`src/hdl/hrsp_pkg.sv`:
```
// Shared types and character constants for the hex register script parser.
package hrsp_pkg;

  localparam logic [7:0] CHAR_NL   = 8'h0a;
  localparam logic [7:0] CHAR_HASH = 8'h23;
  localparam logic [7:0] CHAR_SEMI = 8'h3b;
  localparam logic [7:0] CHAR_X_LC = 8'h78;
  localparam logic [7:0] CHAR_X_UC = 8'h58;

  localparam int unsigned NUM_FIELDS = 4;
  localparam int unsigned REC_WIDTH  = 112;

  typedef enum logic [2:0] {
    MODE_LINE_START,
    MODE_FIELD,
    MODE_GAP,
    MODE_HASH,
    MODE_IGNORE
  } mode_t;

  // The first member lands in the highest bits, so dev_addr ends up lowest.
  typedef struct packed {
    logic        too_many_fields;
    logic [3:0]  bad_hex_mask;
    logic [2:0]  fields_found;
    logic [31:0] delay_value;
    logic [31:0] write_data;
    logic [31:0] target_reg;
    logic [7:0]  dev_addr;
  } record_t;

endpackage

```
`src/hdl/hex_register_script_parser_core.sv`:
```
// Top level of the hex register script parser: input register, parser, output register.
//
// The slave stream carries script text, one byte per transaction. Lines hold up to
// four whitespace-separated hex fields (optional 0x prefix), ';' starts a comment,
// and a '#' in the first column marks a comment line. Each newline of a line that
// is neither empty nor a comment line produces one record transaction on the
// master stream.
// Throughput is one byte per cycle: the byte register feeds the parser state
// update, and the record goes straight into the output register.
// An accepted newline byte passes the byte register, then the output register, to m_axis_tvalid.
// A byte that produces no record never waits on the master side. A newline
// that produces a record waits in the byte register while the output register
// is full and stalled, and s_axis_tready drops until the receiver takes it.
// Reset clears the line state and both valid flags; a final line without a
// newline never produces a record.
module hex_register_script_parser_core (
  input  logic         clk,
  input  logic         rst,
  input  logic         s_axis_tvalid,
  output logic         s_axis_tready,
  input  logic [7:0]   s_axis_tdata,  // [7:0] char_in
  output logic         m_axis_tvalid,
  input  logic         m_axis_tready,
  // [7:0] dev_addr, [39:8] target_reg, [71:40] write_data, [103:72] delay_value,
  // [106:104] fields_found, [110:107] bad_hex_mask, [111] too_many_fields
  output logic [111:0] m_axis_tdata
);

  logic              in_valid;
  logic [7:0]        in_char;
  logic              advance;
  logic              step;
  logic              emit;
  hrsp_pkg::record_t rec;

  assign advance       = !(emit && m_axis_tvalid && !m_axis_tready);
  assign step          = in_valid && advance;
  assign s_axis_tready = !in_valid || advance;

  always_ff @(posedge clk) begin
    if (rst) begin
      in_valid <= 1'b0;
    end else if (s_axis_tready) begin
      in_valid <= s_axis_tvalid;
    end
  end

  always_ff @(posedge clk) begin
    if (s_axis_tvalid && s_axis_tready) begin
      in_char <= s_axis_tdata;
    end
  end

  hrsp_parser u_parser (
    .clk     (clk),
    .rst     (rst),
    .step    (step),
    .char_in (in_char),
    .emit    (emit),
    .rec     (rec)
  );

  hrsp_out_reg u_out_reg (
    .clk           (clk),
    .rst           (rst),
    .load          (step && emit),
    .rec           (rec),
    .m_axis_tvalid (m_axis_tvalid),
    .m_axis_tready (m_axis_tready),
    .m_axis_tdata  (m_axis_tdata)
  );

endmodule

```
`src/hdl/hrsp_parser.sv`:
```
// Line parser: per-byte state update and the record of the current line.
module hrsp_parser (
  input  logic             clk,
  input  logic             rst,
  input  logic             step,
  input  logic [7:0]       char_in,
  output logic             emit,
  output hrsp_pkg::record_t rec
);

  hrsp_pkg::mode_t mode, mode_next;
  logic [2:0]  field_index, field_index_next;
  logic [1:0]  char_position, char_position_next;
  logic [31:0] field_accum [4];
  logic [31:0] field_accum_next [4];
  logic [3:0]  bad_flags, bad_flags_next;
  logic        extra_flag, extra_flag_next;

  logic        take;
  logic        starting;
  logic        clear;
  logic [1:0]  take_k;
  logic [1:0]  eff_pos;
  logic        is_blank;
  logic        is_x;
  logic        dig_ok;
  logic [3:0]  dig_val;

  always_comb begin
    is_blank = (char_in == 8'h20) || (char_in == 8'h09) || (char_in == 8'h0b) ||
               (char_in == 8'h0c) || (char_in == 8'h0d);
    is_x = (char_in == hrsp_pkg::CHAR_X_LC) || (char_in == hrsp_pkg::CHAR_X_UC);
    dig_ok  = 1'b1;
    dig_val = 4'd0;
    if (char_in >= 8'h30 && char_in <= 8'h39) begin
      dig_val = 4'(char_in - 8'h30);
    end else if (char_in >= 8'h61 && char_in <= 8'h66) begin
      dig_val = 4'(char_in - 8'h57);
    end else if (char_in >= 8'h41 && char_in <= 8'h46) begin
      dig_val = 4'(char_in - 8'h37);
    end else begin
      dig_ok = 1'b0;
    end
  end

  assign emit = (char_in == hrsp_pkg::CHAR_NL) && (mode != hrsp_pkg::MODE_LINE_START) &&
                (mode != hrsp_pkg::MODE_HASH);

  always_comb begin
    mode_next          = mode;
    field_index_next   = field_index;
    char_position_next = char_position;
    extra_flag_next    = extra_flag;
    take               = 1'b0;
    starting           = 1'b0;
    clear              = 1'b0;
    take_k             = field_index[1:0] - 2'd1;
    if (step) begin
      if (char_in == hrsp_pkg::CHAR_NL) begin
        clear              = 1'b1;
        mode_next          = hrsp_pkg::MODE_LINE_START;
        field_index_next   = 3'd0;
        char_position_next = 2'd0;
        extra_flag_next    = 1'b0;
      end else begin
        case (mode)
          hrsp_pkg::MODE_LINE_START: begin
            if (char_in == hrsp_pkg::CHAR_HASH) begin
              mode_next = hrsp_pkg::MODE_HASH;
            end else if (char_in == hrsp_pkg::CHAR_SEMI) begin
              mode_next = hrsp_pkg::MODE_IGNORE;
            end else if (is_blank) begin
              field_index_next = 3'd1;
              mode_next        = hrsp_pkg::MODE_GAP;
            end else begin
              field_index_next = 3'd1;
              mode_next        = hrsp_pkg::MODE_FIELD;
              take             = 1'b1;
              starting         = 1'b1;
              take_k           = 2'd0;
            end
          end
          hrsp_pkg::MODE_FIELD: begin
            if (char_in == hrsp_pkg::CHAR_SEMI) begin
              mode_next = hrsp_pkg::MODE_IGNORE;
            end else if (is_blank) begin
              mode_next = hrsp_pkg::MODE_GAP;
            end else begin
              take = 1'b1;
            end
          end
          hrsp_pkg::MODE_GAP: begin
            if (char_in == hrsp_pkg::CHAR_SEMI) begin
              mode_next = hrsp_pkg::MODE_IGNORE;
            end else if (!is_blank) begin
              if (field_index >= 3'(hrsp_pkg::NUM_FIELDS)) begin
                extra_flag_next = 1'b1;
                mode_next       = hrsp_pkg::MODE_IGNORE;
              end else begin
                field_index_next = field_index + 3'd1;
                mode_next        = hrsp_pkg::MODE_FIELD;
                take             = 1'b1;
                starting         = 1'b1;
                take_k           = field_index[1:0];
              end
            end
          end
          default: begin
          end
        endcase
      end
    end

    eff_pos = starting ? 2'd0 : char_position;
    if (take) begin
      char_position_next = (eff_pos < 2'd2) ? eff_pos + 2'd1 : eff_pos;
    end

    for (int i = 0; i < 4; i++) begin
      field_accum_next[i] = field_accum[i];
      bad_flags_next[i]   = bad_flags[i];
      if (clear) begin
        field_accum_next[i] = 32'd0;
        bad_flags_next[i]   = 1'b0;
      end else if (take && take_k == 2'(i)) begin
        if (eff_pos == 2'd1 && is_x && field_accum[i] == 32'd0 && !bad_flags[i]) begin
          field_accum_next[i] = field_accum[i];
        end else if (!bad_flags[i]) begin
          if (!dig_ok) begin
            bad_flags_next[i]   = 1'b1;
            field_accum_next[i] = 32'd0;
          end else begin
            field_accum_next[i] = {field_accum[i][27:0], dig_val};
          end
        end
      end
    end
  end

  always_ff @(posedge clk) begin
    if (rst) begin
      mode          <= hrsp_pkg::MODE_LINE_START;
      field_index   <= 3'd0;
      char_position <= 2'd0;
      bad_flags     <= 4'd0;
      extra_flag    <= 1'b0;
      for (int i = 0; i < 4; i++) begin
        field_accum[i] <= 32'd0;
      end
    end else begin
      mode          <= mode_next;
      field_index   <= field_index_next;
      char_position <= char_position_next;
      bad_flags     <= bad_flags_next;
      extra_flag    <= extra_flag_next;
      for (int i = 0; i < 4; i++) begin
        field_accum[i] <= field_accum_next[i];
      end
    end
  end

  always_comb begin
    rec.dev_addr        = field_accum[0][7:0];
    rec.target_reg      = field_accum[1];
    rec.write_data      = field_accum[2];
    rec.delay_value     = field_accum[3];
    rec.fields_found    = field_index;
    rec.bad_hex_mask    = bad_flags;
    rec.too_many_fields = extra_flag;
  end

endmodule

```
`src/hdl/hrsp_out_reg.sv`:
```
// Output register holding one finished record until the receiver takes it.
module hrsp_out_reg (
  input  logic                         clk,
  input  logic                         rst,
  input  logic                         load,
  input  hrsp_pkg::record_t            rec,
  output logic                         m_axis_tvalid,
  input  logic                         m_axis_tready,
  output logic [hrsp_pkg::REC_WIDTH-1:0] m_axis_tdata
);

  logic              out_valid, out_valid_next;
  hrsp_pkg::record_t out_rec;

  always_comb begin
    out_valid_next = out_valid && !m_axis_tready;
    if (load) begin
      out_valid_next = 1'b1;
    end
  end

  always_ff @(posedge clk) begin
    if (rst) begin
      out_valid <= 1'b0;
    end else begin
      out_valid <= out_valid_next;
    end
  end

  always_ff @(posedge clk) begin
    if (load) begin
      out_rec <= rec;
    end
  end

  assign m_axis_tvalid = out_valid;
  assign m_axis_tdata  = out_rec;

endmodule

```
`config.mk`:
```
export PLATFORM = sky130hd
export DESIGN_NAME = hex_register_script_parser_core
export DESIGN_NICKNAME = d
export VERILOG_FILES = /design/src/hdl/hrsp_pkg.sv /design/src/hdl/hex_register_script_parser_core.sv /design/src/hdl/hrsp_parser.sv /design/src/hdl/hrsp_out_reg.sv
export SDC_FILE = /design/constraint.sdc
export NUM_CORES = 1
export LEC_CHECK = 0
export ABC_CLOCK_PERIOD_IN_PS = 9400
export BUFFER_PORTS_ARGS = -buffer_cell sky130_fd_sc_hd__buf_4
export CELL_PAD_IN_SITES_DETAIL_PLACEMENT = 0
export CELL_PAD_IN_SITES_GLOBAL_PLACEMENT = 1
export CORE_AREA = 2 2 179 181
export DETAILED_ROUTE_END_ITERATION = 16
export DIE_AREA = 0 0 181 183
export HOLD_SLACK_MARGIN = 0.12
export PLACE_DENSITY_LB_ADDON = 0.05
export SLEW_MARGIN = 20
export SYNTH_ARGS = -nofsm -noshare
export SYNTH_HDL_FRONTEND = slang
export SYNTH_SLANG_ARGS = --single-unit
```
`constraint.sdc`:
```
create_clock -name clk -period 9.4 [get_ports clk]
set_input_delay 1.41 -clock clk [delete_from_list [all_inputs] [get_ports clk]]
set_output_delay 1.41 -clock clk [all_outputs]
set_load 0.1 [all_outputs]
```
==> summary.md, run 1 <==
| Metric | Value |
|---|---|
| CTS Sinks | 263 |
| Pwr Density | 191 nW/um^2 |
| CP arrival | 2.67 ns |
| Vias per inst | 4.92 |
| Critical R2R Launch | in_char[4] |
| Distinct cells, synth | slightly above 50 |
| Most used DFF post-synth | dfxtp_1 |
| Worst vdd ir | 121 uV |
| Cell type with the largest total area after synthesis | edfxtp_1 |
| Initial Util | 33.5% |
| Die area | around 33,000 um^2 |
| Syn. warnings | 0 |
| Relative slew slack | 10.7% |
| Multi-input gate area | 3650 um^2 |
| Count of final hold-check violations | 0 |
| Cell row count | 65 |
| First-pass GRT wire length | around 39,000 um |
| Clk_lat worst skew | 0.57 ns |
| Syn_area_per_cell | 11.8 um^2 |
| Post-DP HPWL | 15,300 um |
| TNS Setup | 0 ns |
| RSZ-0062 raised after global routing | false |
| Seq/Total Area, Yosys | about three fifths |
| CP startpoint kind | register |
| Number of global-route vias before repair | about 6,800 |
| Fillcell total | 3,036 |
| Critical R2R Capture | u_parser.field_accum[3][29] |
| Setup WS pre-CTS | 4.86 ns |
| Antenna Cells | 0 |
| GR Overflow Total | 0 |
| Gpl congestion | 0.770 |
| TritonCTS clock tree | built |
| Worst Path Required | 7.99 ns |
| Max Slew Vio Count | 0 |
| # DRC | 0 |
| Initial DRC Count | 477 |
| CTS Buf Count | 30 |
| Tightest Pin Transition | 1.34 ns |
| Synth top area cells | edfxtp_1, dfxtp_1, mux2i_1 |
| GRT Resource Usage Total | between 10% and 20% |
| Leak | 4.51 nW |
| Final worst-path cycle share | 43.4% |
| Total Power | roughly 2.4 mW |
| Total iterations of the first detailed-routing run | 4 |
| WL final | 24,500 um |
| Crit Path Category | register to output port |
| Cts-stage hold buffer count | 0 |
| FF-to-FF setup slack | 5.35 ns |
| # H-tree levels | 1 |
| Fmax | 245 MHz |
| Initial antenna violation count | 0 |
| Die height | 183 um |
| Synth Cell Area | 10,500 um^2 |
| Post-CTS sizing | 0 |
| Nets | around 1,000 |
| Clk buf depth | 3 |
| Die width | between 150 and 200 um |
| Total of max-cap violations | 0 |
| Routed len/inst | roughly 17 um |
| Final min period | 4.08 ns |
| Core Footprint | 31,200 um^2 |
| Worst min path class | register to register |
| Setup Buffers After CTS | 0 |
| Post-Syn Instances | 890 |
| Port bufs | 125 |
| Status | completed |
| Largest net degree at the start of global routing | 251 |
| Layout cells sized above 1 | 19.3% |
| Final setup violation count | 0 |
| Vias post-DR | 6,978 |
| Clock root cell | clkbuf_16 |
| EDFF count, synth | 120 |
| Skew final | 0.0217 ns |
| Crit path from | in_char[4] |
| Worst-path maximum fanout | 11 |
| Worst setup margin | 5.32 ns |
| Register area | 6470 um^2 |
| R2r worst-path depth | 15 |
| Post-synth top area share | 34.4% |
| Asr flop ratio synth | 0% |
| Antenna-violating nets left | 0 |
| CTS clk-pin slew, worst paths | 0.06 ns |
| I/O Pins | 126 |
| Worst setup path endpoint | s_axis_tready |
| Layout area overhead | 20.7% |
| #FFs+latches synth | between 200 and 300 |
| Critical Path End Type | output port |
| Syn_nets | approximately 900 |
## synthesized netlist by cell type, types with 3 or more instances
cell type,instances
o21ai_0,4
and2_1,3
dfxtp_1,143
o21a_1,3
a21oi_1,14
inv_1,10
nor3_1,9
nor2_1,14
nor4_1,35
nand3_1,121
buf_6,14
clkbuf_1,45
edfxtp_1,120
or3_1,5
nand4_1,12
nand3b_1,6
a32o_1,3
mux2i_1,129
a31oi_1,5
ha_1,9
and3_1,6
buf_2,3
nand2_1,142
## how the worst min path moves through the flow
stage / from / to / cells past startpoint
2_1_floorplan: u_parser.extra_flag / u_out_reg.m_axis_tdata[111] / 0
3_3_place_gp: u_parser.extra_flag / u_out_reg.m_axis_tdata[111] / 0
3_5_place_dp: u_parser.extra_flag / u_out_reg.m_axis_tdata[111] / 0
4_1_cts: u_parser.extra_flag / u_out_reg.m_axis_tdata[111] / 0
5_1_grt: u_parser.extra_flag / u_out_reg.m_axis_tdata[111] / 0
6_report: u_parser.extra_flag / u_out_reg.m_axis_tdata[111] / 0
## sequential cells by signal, summed over array words and instances, names as in the netlist
name,count
in_char,8
in_valid,1
u_out_reg.m_axis_tdata,112
u_out_reg.m_axis_tvalid,1
u_parser.bad_flags,4
u_parser.char_position,2
u_parser.extra_flag,1
u_parser.field_accum,128
u_parser.field_index,3
u_parser.mode,3
## cell usage in the layout, fill, tap and decap left out, types with 7 or more instances in the layout
cell	synthesis	final
a21oi_1	14	14
buf_4	0	131
clkbuf_1	45	9
clkbuf_16	0	30
clkinv_2	0	7
dfxtp_1	143	143
edfxtp_1	120	120
ha_1	9	9
inv_1	10	10
mux2i_1	129	129
nand2_1	142	142
nand3_1	121	121
nand4_1	12	12
nor2_1	14	13
nor3_1	9	9
nor4_1	35	35
## layout make-up
class / count / area share [%]
timing repair buffer: 133 / 8.10
sequential: 263 / 51.2
clock buffer: 42 / 6.53
multi-input combinational: 555 / 28.9
inverter: 10 / 0.297
clock inverter: 14 / 1.01
tap: 402 / 3.98
## worst max-delay path, cell delays in order, from the launching register on
cell      delay [ns]
edfxtp_1        0.48
nor4_4          0.46
nand3_1         0.48
nor2_1          0.32
nand2_1         0.11
buf_4           0.26
## per-stage QoR
stage	util, %	hold WS [ns]	instances	instance area (um^2)
finish	40.5	0.438	1419	12600
global route	40.5	0.447	1419	12600
CTS	40.4	0.437	1418	12600
detailed placement	37.4	0.423	1362	11700
global placement	37.4	0.426	1362	11700
floorplan	-	0.409	890	10500
## power by group
group / total [mW] / switching [mW] / internal, mW
combinational: 0.100 / 0.0674 / 0.0328
clock: 1.11 / 0.465 / 0.643
sequential: 1.20 / 0.00838 / 1.19
## per-layer routing
| metal | share of wire (%) | global-route usage, % | vias to the layer above |
|---|---|---|---|
| met2 | 46 | 23.5 | 136 |
| met5 | 0 | 0 | - |
| li1 | - | - | 3451 |
| met1 | 48 | 20.5 | 3358 |
| met3 | 3.9 | 2.42 | 33 |
| met4 | 1.9 | 3.61 | 0 |
## logic make-up (layout without fill, tap and decap cells)
| logic type | after synthesis | count (layout) | share of synthesized area [%] |
|---|---|---|---|
| AO/OA/AOI/OAI | 45 | 45 | 3.33 |
| XOR/XNOR | 2 | 2 | 0.167 |
| adder cells (fa/ha/maj) | 9 | 9 | 1.08 |
| buffers and inverters | 72 | 199 | 3.62 |
| flip-flops | 263 | 263 | 61.8 |
| multiplexers | 132 | 132 | 12.7 |
| AND/OR/NAND/NOR | 367 | 367 | 17.4 |
Power figures use the tool's default switching activity.
==> run 2, diff against run 1 <==
--- a/config.mk
+++ b/config.mk
@@ -5,7 +5,7 @@
 export SDC_FILE = /design/constraint.sdc
 export NUM_CORES = 1
 export LEC_CHECK = 0
-export ABC_CLOCK_PERIOD_IN_PS = 9400
+export ABC_CLOCK_PERIOD_IN_PS = 4030
 export BUFFER_PORTS_ARGS = -buffer_cell sky130_fd_sc_hd__buf_4
 export CELL_PAD_IN_SITES_DETAIL_PLACEMENT = 0
 export CELL_PAD_IN_SITES_GLOBAL_PLACEMENT = 1
==> constraint.sdc (replaced) <==
create_clock -name clk -period 4.03 [get_ports clk]
set_input_delay 0.6045 -clock clk [delete_from_list [all_inputs] [get_ports clk]]
set_output_delay 0.6045 -clock clk [all_outputs]
set_load 0.1 [all_outputs]
==> run 2 against run 1 <==
Critical endpoint is now u_parser.field_accum[2][30]. Utilization increased by 0.076 points. Sequential cell count unchanged. Non-clock buffer count is 8 higher. Highest routed layer unchanged. Largest cell class unchanged.
==> summary.md, run 2 (synthesis results as in run 1) <==
| Metric | Value |
|---|---|
| Sw Ratio | 22.5% (+0.070 points) |
| Flop pwr share | 51.5% (+1.6 points) |
| Post-layout instance count excluding filler cells | 1,425 (+0.42%) |
| Core Util, Final | 40.5% (+0.076 points) |
| Hold slack | 0.241 ns (-0.197 ns) |
| Fmax | around 280 MHz |
| # H-tree levels | 1 (unchanged) |
| Dpl cell area | 11,800 um^2 (+1.1%) |
| Cts-stage hold buffer count | 0 (unchanged) |
| Final worst-path cycle share | 89.3% |
| Worst setup margin | 0.429 ns (-4.89 ns) |
| Max reg flops | 128 (unchanged) |
| Cell row count | 65 (unchanged) |
| WL final | 24,200 um (-0.98%) |
| Count of final hold-check violations | 0 (unchanged) |
| Die height | 183 um (unchanged) |
| Clock power frac | 44.1% (-1.9 points) |
| CTS Buf Count | 29 (-3.3%) |
| Crit path cell chain | inv_1 -> ha_1 -> mux2_4 -> o211ai_4 -> nand3_4 -> nor2_1 -> o21ai_0 -> and2_1 -> ha_1 -> inv_1 -> nor2_1 -> nand4_1 -> nor3_1 -> or3_1 -> nor3_4 -> buf_4 -> mux2i_1 |
| Die area | 33,100 um^2 (unchanged) |
| Relative slew slack | 48.3% (+38 points) |
| Critical Path End Type | register |
| Initial Util | 33.5% (unchanged) |
| Initial antenna violation count | 0 (unchanged) |
| Crit Path Category | register to register |
| Crit path from | in_char[0] |
| Tightest Pin Transition | 0.768 ns (-0.572 ns) |
| Status | completed |
| Antenna-violating nets left | 0 (unchanged) |
| Clk_lat worst skew | 0.54 ns (-0.03 ns) |
| GR Overflow Total | 0 (unchanged) |
| Total iterations of the first detailed-routing run | 4 (unchanged) |
| Core Footprint | 31,200 um^2 (unchanged) |
| Commonest non-fill, non-tap cell in the layout | dfxtp_1 |
| Total of max-cap violations | 0 (unchanged) |
| Largest register by flop count | u_parser.field_accum |
| Critical R2R Launch | in_char[0] |
| Gpl congestion | 0.780 (+1.3%) |
| Layout area overhead | 20.9% |
| CP startpoint kind | register |
| Clock root cell | clkbuf_16 |
| GRT Resource Usage Total | 14.3% (-0.22 points) |
| Hold path start | s_axis_tdata[0] |
| Worst min path class | input port to register |
| Setup Buffers After CTS | 0 (unchanged) |
| Final min period | 3.60 ns |
| Pint | 4.22 mW (+130%) |
| Worst Path Required | 4.49 ns (-3.50 ns) |
| Number of global-route vias before repair | 6,850 (+0.38%) |
| # DRC | 0 (unchanged) |
| Leak | 4.52 nW (+0.21%) |
| Vias per inst | 4.86 (-1.1%) |
| Initial DRC Count | 448 (-6.1%) |
| I/O Pins | 126 (unchanged) |
| Logic pwr share | 4.4% (+0.2 points) |
| Largest net degree at the start of global routing | 122 (-51%) |
| Final setup violation count | 0 (unchanged) |
| CP arrival | 4.06 ns (+1.39 ns) |
| Cell area after layout | 12,700 um^2 (+0.19%) |
| Post-DP HPWL | 15,700 um (+2.7%) |
| CTS clk-pin slew, worst paths | 0.06 ns (about the same) |
| TritonCTS clock tree | built |
| Slowest-stage cell, CP | edfxtp_1 |
| RSZ-0062 raised after global routing | false |
| Antenna Cells | 0 (unchanged) |
| Max stage delay on crit path | 0.41 ns (-0.07 ns) |
| Layout cells sized above 1 | 19.6% (+0.28 points) |
| Nets | 1,021 (+0.69%) |
| Die width | 181 um (unchanged) |
| First-pass GRT wire length | 38,600 um (-1.1%) |
| Post-placement cell count | 1,371 (+0.66%) |
| Highest-count cells in the layout ignoring fill and taps | dfxtp_1, nand2_1, buf_4, mux2i_1, nand3_1 |
| Vias post-DR | 6,931 (-0.67%) |
| Clk buf depth | 3 (unchanged) |
| Worst vdd ir | 284 uV (+130%) |
| Worst-path maximum fanout | 18 (+7) |
| TNS Setup | 0 ns (unchanged) |
| Setup WS pre-CTS | 0.423 ns (-4.44 ns) |
| Skew final | 0.0122 ns (-0.00951 ns) |
| Post-CTS sizing | 0 (unchanged) |
| Pwr Density | 430 nW/um^2 (+130%) |
| Total Power | 5.45 mW (+130%) |
| CTS Sinks | 263 (unchanged) |
| Port bufs | 125 (unchanged) |
| Max Slew Vio Count | 0 (unchanged) |
| Net load switching power | 1.23 mW (+130%) |
| Routed len/inst | 17.0 um (-1.4%) |
[run 2: path summary, 6_finish.rpt]
kind / to / slack (ns) / cells after the start
worst max register to register: u_parser.field_accum[2][30] / 0.43 / 17
worst max-delay path: u_parser.field_accum[2][30] / 0.43 / 17
worst min-delay path: in_char[0] / 0.24 / 1
worst min register to register: u_out_reg.m_axis_tdata[111] / 0.44 / 0
[run 2: worst max-delay path: cells and delay by family, from the launching register on]
kind | cells | cell delay [ns]
simple gates | 8 | 1.31
mux | 2 | 0.53
buf+inv | 3 | 0.51
fa+ha+maj | 2 | 0.44
flops | 1 | 0.41
compound gates | 2 | 0.31
[run 2: cell type report]
class,instances,area [um^2]
Fill cell,3040,18600
Sequential cell,263,6470
Multi-Input combinational cell,555,3650
Timing Repair Buffer,141,1130
Clock buffer,36,772
Tap cell,402,503
Clock inverter,18,95.1
Inverter,10,37.5
[run 2: power by group through the flow]
stage	logic, mW	clock network (mW)	registers, mW
floorplan	0.194	0	2.85
global route	0.263	2.61	2.80
finish	0.241	2.40	2.80
global placement	0.247	0	2.86
CTS	0.245	2.49	2.80
detailed placement	0.244	0	2.86
[run 2: layer usage]
layer	GRT usage (%)	wire length (um)
met5	0	0
met4	3.28	350
met3	2.40	933
met2	23.8	11400
met1	19.7	11500
==> run 3, diff against run 2 <==
==> constraint.sdc (replaced) <==
create_clock -name clk -period 4.03 [get_ports clk]
set_input_delay 0.403 -clock clk [delete_from_list [all_inputs] [get_ports clk]]
set_output_delay 0.403 -clock clk [all_outputs]
set_load 0.1 [all_outputs]
==> run 3 against run 2 <==
Register-to-register slack hardly changed. Hold slack worse by 0.017 ns. Sequential power hardly changed. Power is 0.18% higher. First-iteration DRC count is 2.7% lower. Routed wire length is 0.25% higher. Die area stayed put. Utilization is 0.32 points higher. Critical path type unchanged. Largest cell class unchanged.
==> summary.md, run 3 (synthesis results as in run 1) <==
| Metric | Value |
|---|---|
| Largest register by flop count | u_parser.field_accum |
| CP arrival | 4.07 ns (about the same) |
| First-pass GRT wire length | 38,700 um (+0.23%) |
| Layout area overhead | 21.9% |
| Routed len/inst | 16.9 um (-0.45%) |
| Clock power frac | 44.1% (about the same) |
| Pint | 4.23 mW (+0.15%) |
| CTS Buf Count | 29 (unchanged) |
| Critical R2R Launch | in_char[0] |
| WL final | 24,300 um (+0.25%) |
| RSZ-0062 raised after global routing | false |
| Count of final hold-check violations | 0 (unchanged) |
| Hold path start | m_axis_tready |
| Fillcell total | 3,034 (-0.20%) |
| Die area | 33,100 um^2 (unchanged) |
| Initial DRC Count | 436 (-2.7%) |
| Cell row count | 65 (unchanged) |
| Cts-stage hold buffer count | 10 (+10) |
| Worst Path Required | 4.49 ns (about the same) |
| Final setup violation count | 0 (unchanged) |
| Die height | 183 um (unchanged) |
| Post-CTS sizing | 0 (unchanged) |
| TritonCTS clock tree | built |
| I/O Pins | 126 (unchanged) |
| GR Overflow Total | 0 (unchanged) |
| Tightest Pin Transition | 0.772 ns (+0.00460 ns) |
| Hold slack | 0.223 ns (-0.0174 ns) |
| Final min period | 3.60 ns (+0.00112 ns) |
| Net load switching power | 1.23 mW (+0.28%) |
| Setup Buffers After CTS | 0 (unchanged) |
| TNS Setup | 0 ns (unchanged) |
| Skew final | 0.0120 ns (-0.000178 ns) |
| Total of max-cap violations | 0 (unchanged) |
| Layout cells sized above 1 | 19.4% (-0.19 points) |
| Commonest non-fill, non-tap cell in the layout | dfxtp_1 |
| Worst vdd ir | 285 uV (+0.33%) |
| Critical Path End Type | register |
| Clk buf depth | 3 (unchanged) |
| Core Footprint | 31,200 um^2 (unchanged) |
| Antenna-violating nets left | 0 (unchanged) |
| Logic pwr share | 4.5% (about the same) |
| GRT Resource Usage Total | 14.4% (+0.021 points) |
| Crit path from | in_char[0] |
| Vias post-DR | 6,984 (+0.76%) |
| Worst-path maximum fanout | 18 (unchanged) |
| Initial antenna violation count | 0 (unchanged) |
| Clock root cell | clkbuf_16 |
| Register area | 6470 um^2 (unchanged) |
| Multi-input gate area | 3650 um^2 (unchanged) |
| Worst setup margin | 0.428 ns (-0.00112 ns) |
| Max reg flops | 128 (unchanged) |
| Core Util, Final | 40.9% (+0.32 points) |
| Sw Ratio | 22.5% (+0.024 points) |
| Flop pwr share | 51.4% (about the same) |
| Post-DP HPWL | 15,700 um (unchanged) |
| # DRC | 0 (unchanged) |
| Total Power | 5.46 mW (+0.18%) |
| Pwr Density | 428 nW/um^2 (-0.61%) |
| Initial Util | 33.5% (unchanged) |
| Vias per inst | 4.87 (about the same) |
| CP startpoint kind | register |
| Gpl congestion | 0.780 (unchanged) |
| Fmax | 278 MHz (about the same) |
| Status | completed |
| Number of global-route vias before repair | 6,895 (+0.66%) |
| Clk_lat worst skew | 0.54 ns (about the same) |
| # H-tree levels | 1 (unchanged) |
| Total iterations of the first detailed-routing run | 5 (+1) |
| Setup WS pre-CTS | 0.423 ns (unchanged) |
| Relative slew slack | 48.0% (-0.31 points) |
| Leak | 4.56 nW (+0.92%) |
| Crit Path Category | register to register |
| Max Slew Vio Count | 0 (unchanged) |
| Die width | 181 um (unchanged) |
| Worst min path class | input port to register |
| Nets | 1,031 (+0.98%) |
| Port bufs | 125 (unchanged) |
| CTS clk-pin slew, worst paths | 0.06 ns (about the same) |
| Final worst-path cycle share | 89.4% (about the same) |
| CTS Sinks | 263 (unchanged) |
| Highest-count cells in the layout ignoring fill and taps | dfxtp_1, nand2_1, buf_4, mux2i_1, nand3_1 |
| Largest net degree at the start of global routing | 122 (unchanged) |
| Antenna Cells | 0 (unchanged) |
## run 3: final timing paths
path	slack, ns	cells after the start	to
max	0.43	17	u_parser.field_accum[2][30]
min	0.22	3	u_out_reg.m_axis_tvalid
max reg2reg	0.43	17	u_parser.field_accum[2][30]
min reg2reg	0.44	0	u_out_reg.m_axis_tdata[111]
## run 3: area by class of cell
cell class | count | area share (%)
timing repair buffer | 151 | 9.67
clock buffer | 36 | 6.05
tap | 402 | 3.94
multi-input combinational | 555 | 28.6
clock inverter | 18 | 0.745
sequential | 263 | 50.7
inverter | 10 | 0.294
## run 3: worst max-delay path, stage by stage, from the launching register on
cell and delay [ns]:
edfxtp_1 0.41, inv_1 0.12, ha_1 0.25, mux2_4 0.29
o211ai_4 0.21, nand3_4 0.15, nor2_1 0.12, o21ai_0 0.10
and2_1 0.20, ha_1 0.19, inv_1 0.05, nor2_1 0.04
nand4_1 0.20, nor3_1 0.11, or3_1 0.35, nor3_4 0.14
buf_4 0.34, mux2i_1 0.24
## run 3: power by group through the flow
stage | sequential, mW | combinational [mW] | clock (mW)
2_1_floorplan | 2.85 | 0.194 | 0
3_5_place_dp | 2.86 | 0.244 | 0
5_1_grt | 2.80 | 0.271 | 2.61
4_1_cts | 2.80 | 0.253 | 2.49
3_3_place_gp | 2.86 | 0.247 | 0
6_report | 2.80 | 0.248 | 2.41
## run 3: layer usage
layer / routed length [um] / part of all wire, % / global-route usage [%]
met4: 350 / 1.4 / 3.28
met2: 11400 / 47 / 24.0
met5: 0 / 0 / 0
met3: 975 / 4.0 / 2.40
met1: 11500 / 47 / 19.7
## run 3: stage by stage
stage	instances	instance area (um^2)
4_1_cts	1435	12800
5_1_grt	1435	12800
2_1_floorplan	890	10500
6_report	1435	12800
3_3_place_gp	1371	11800
3_5_place_dp	1371	11800
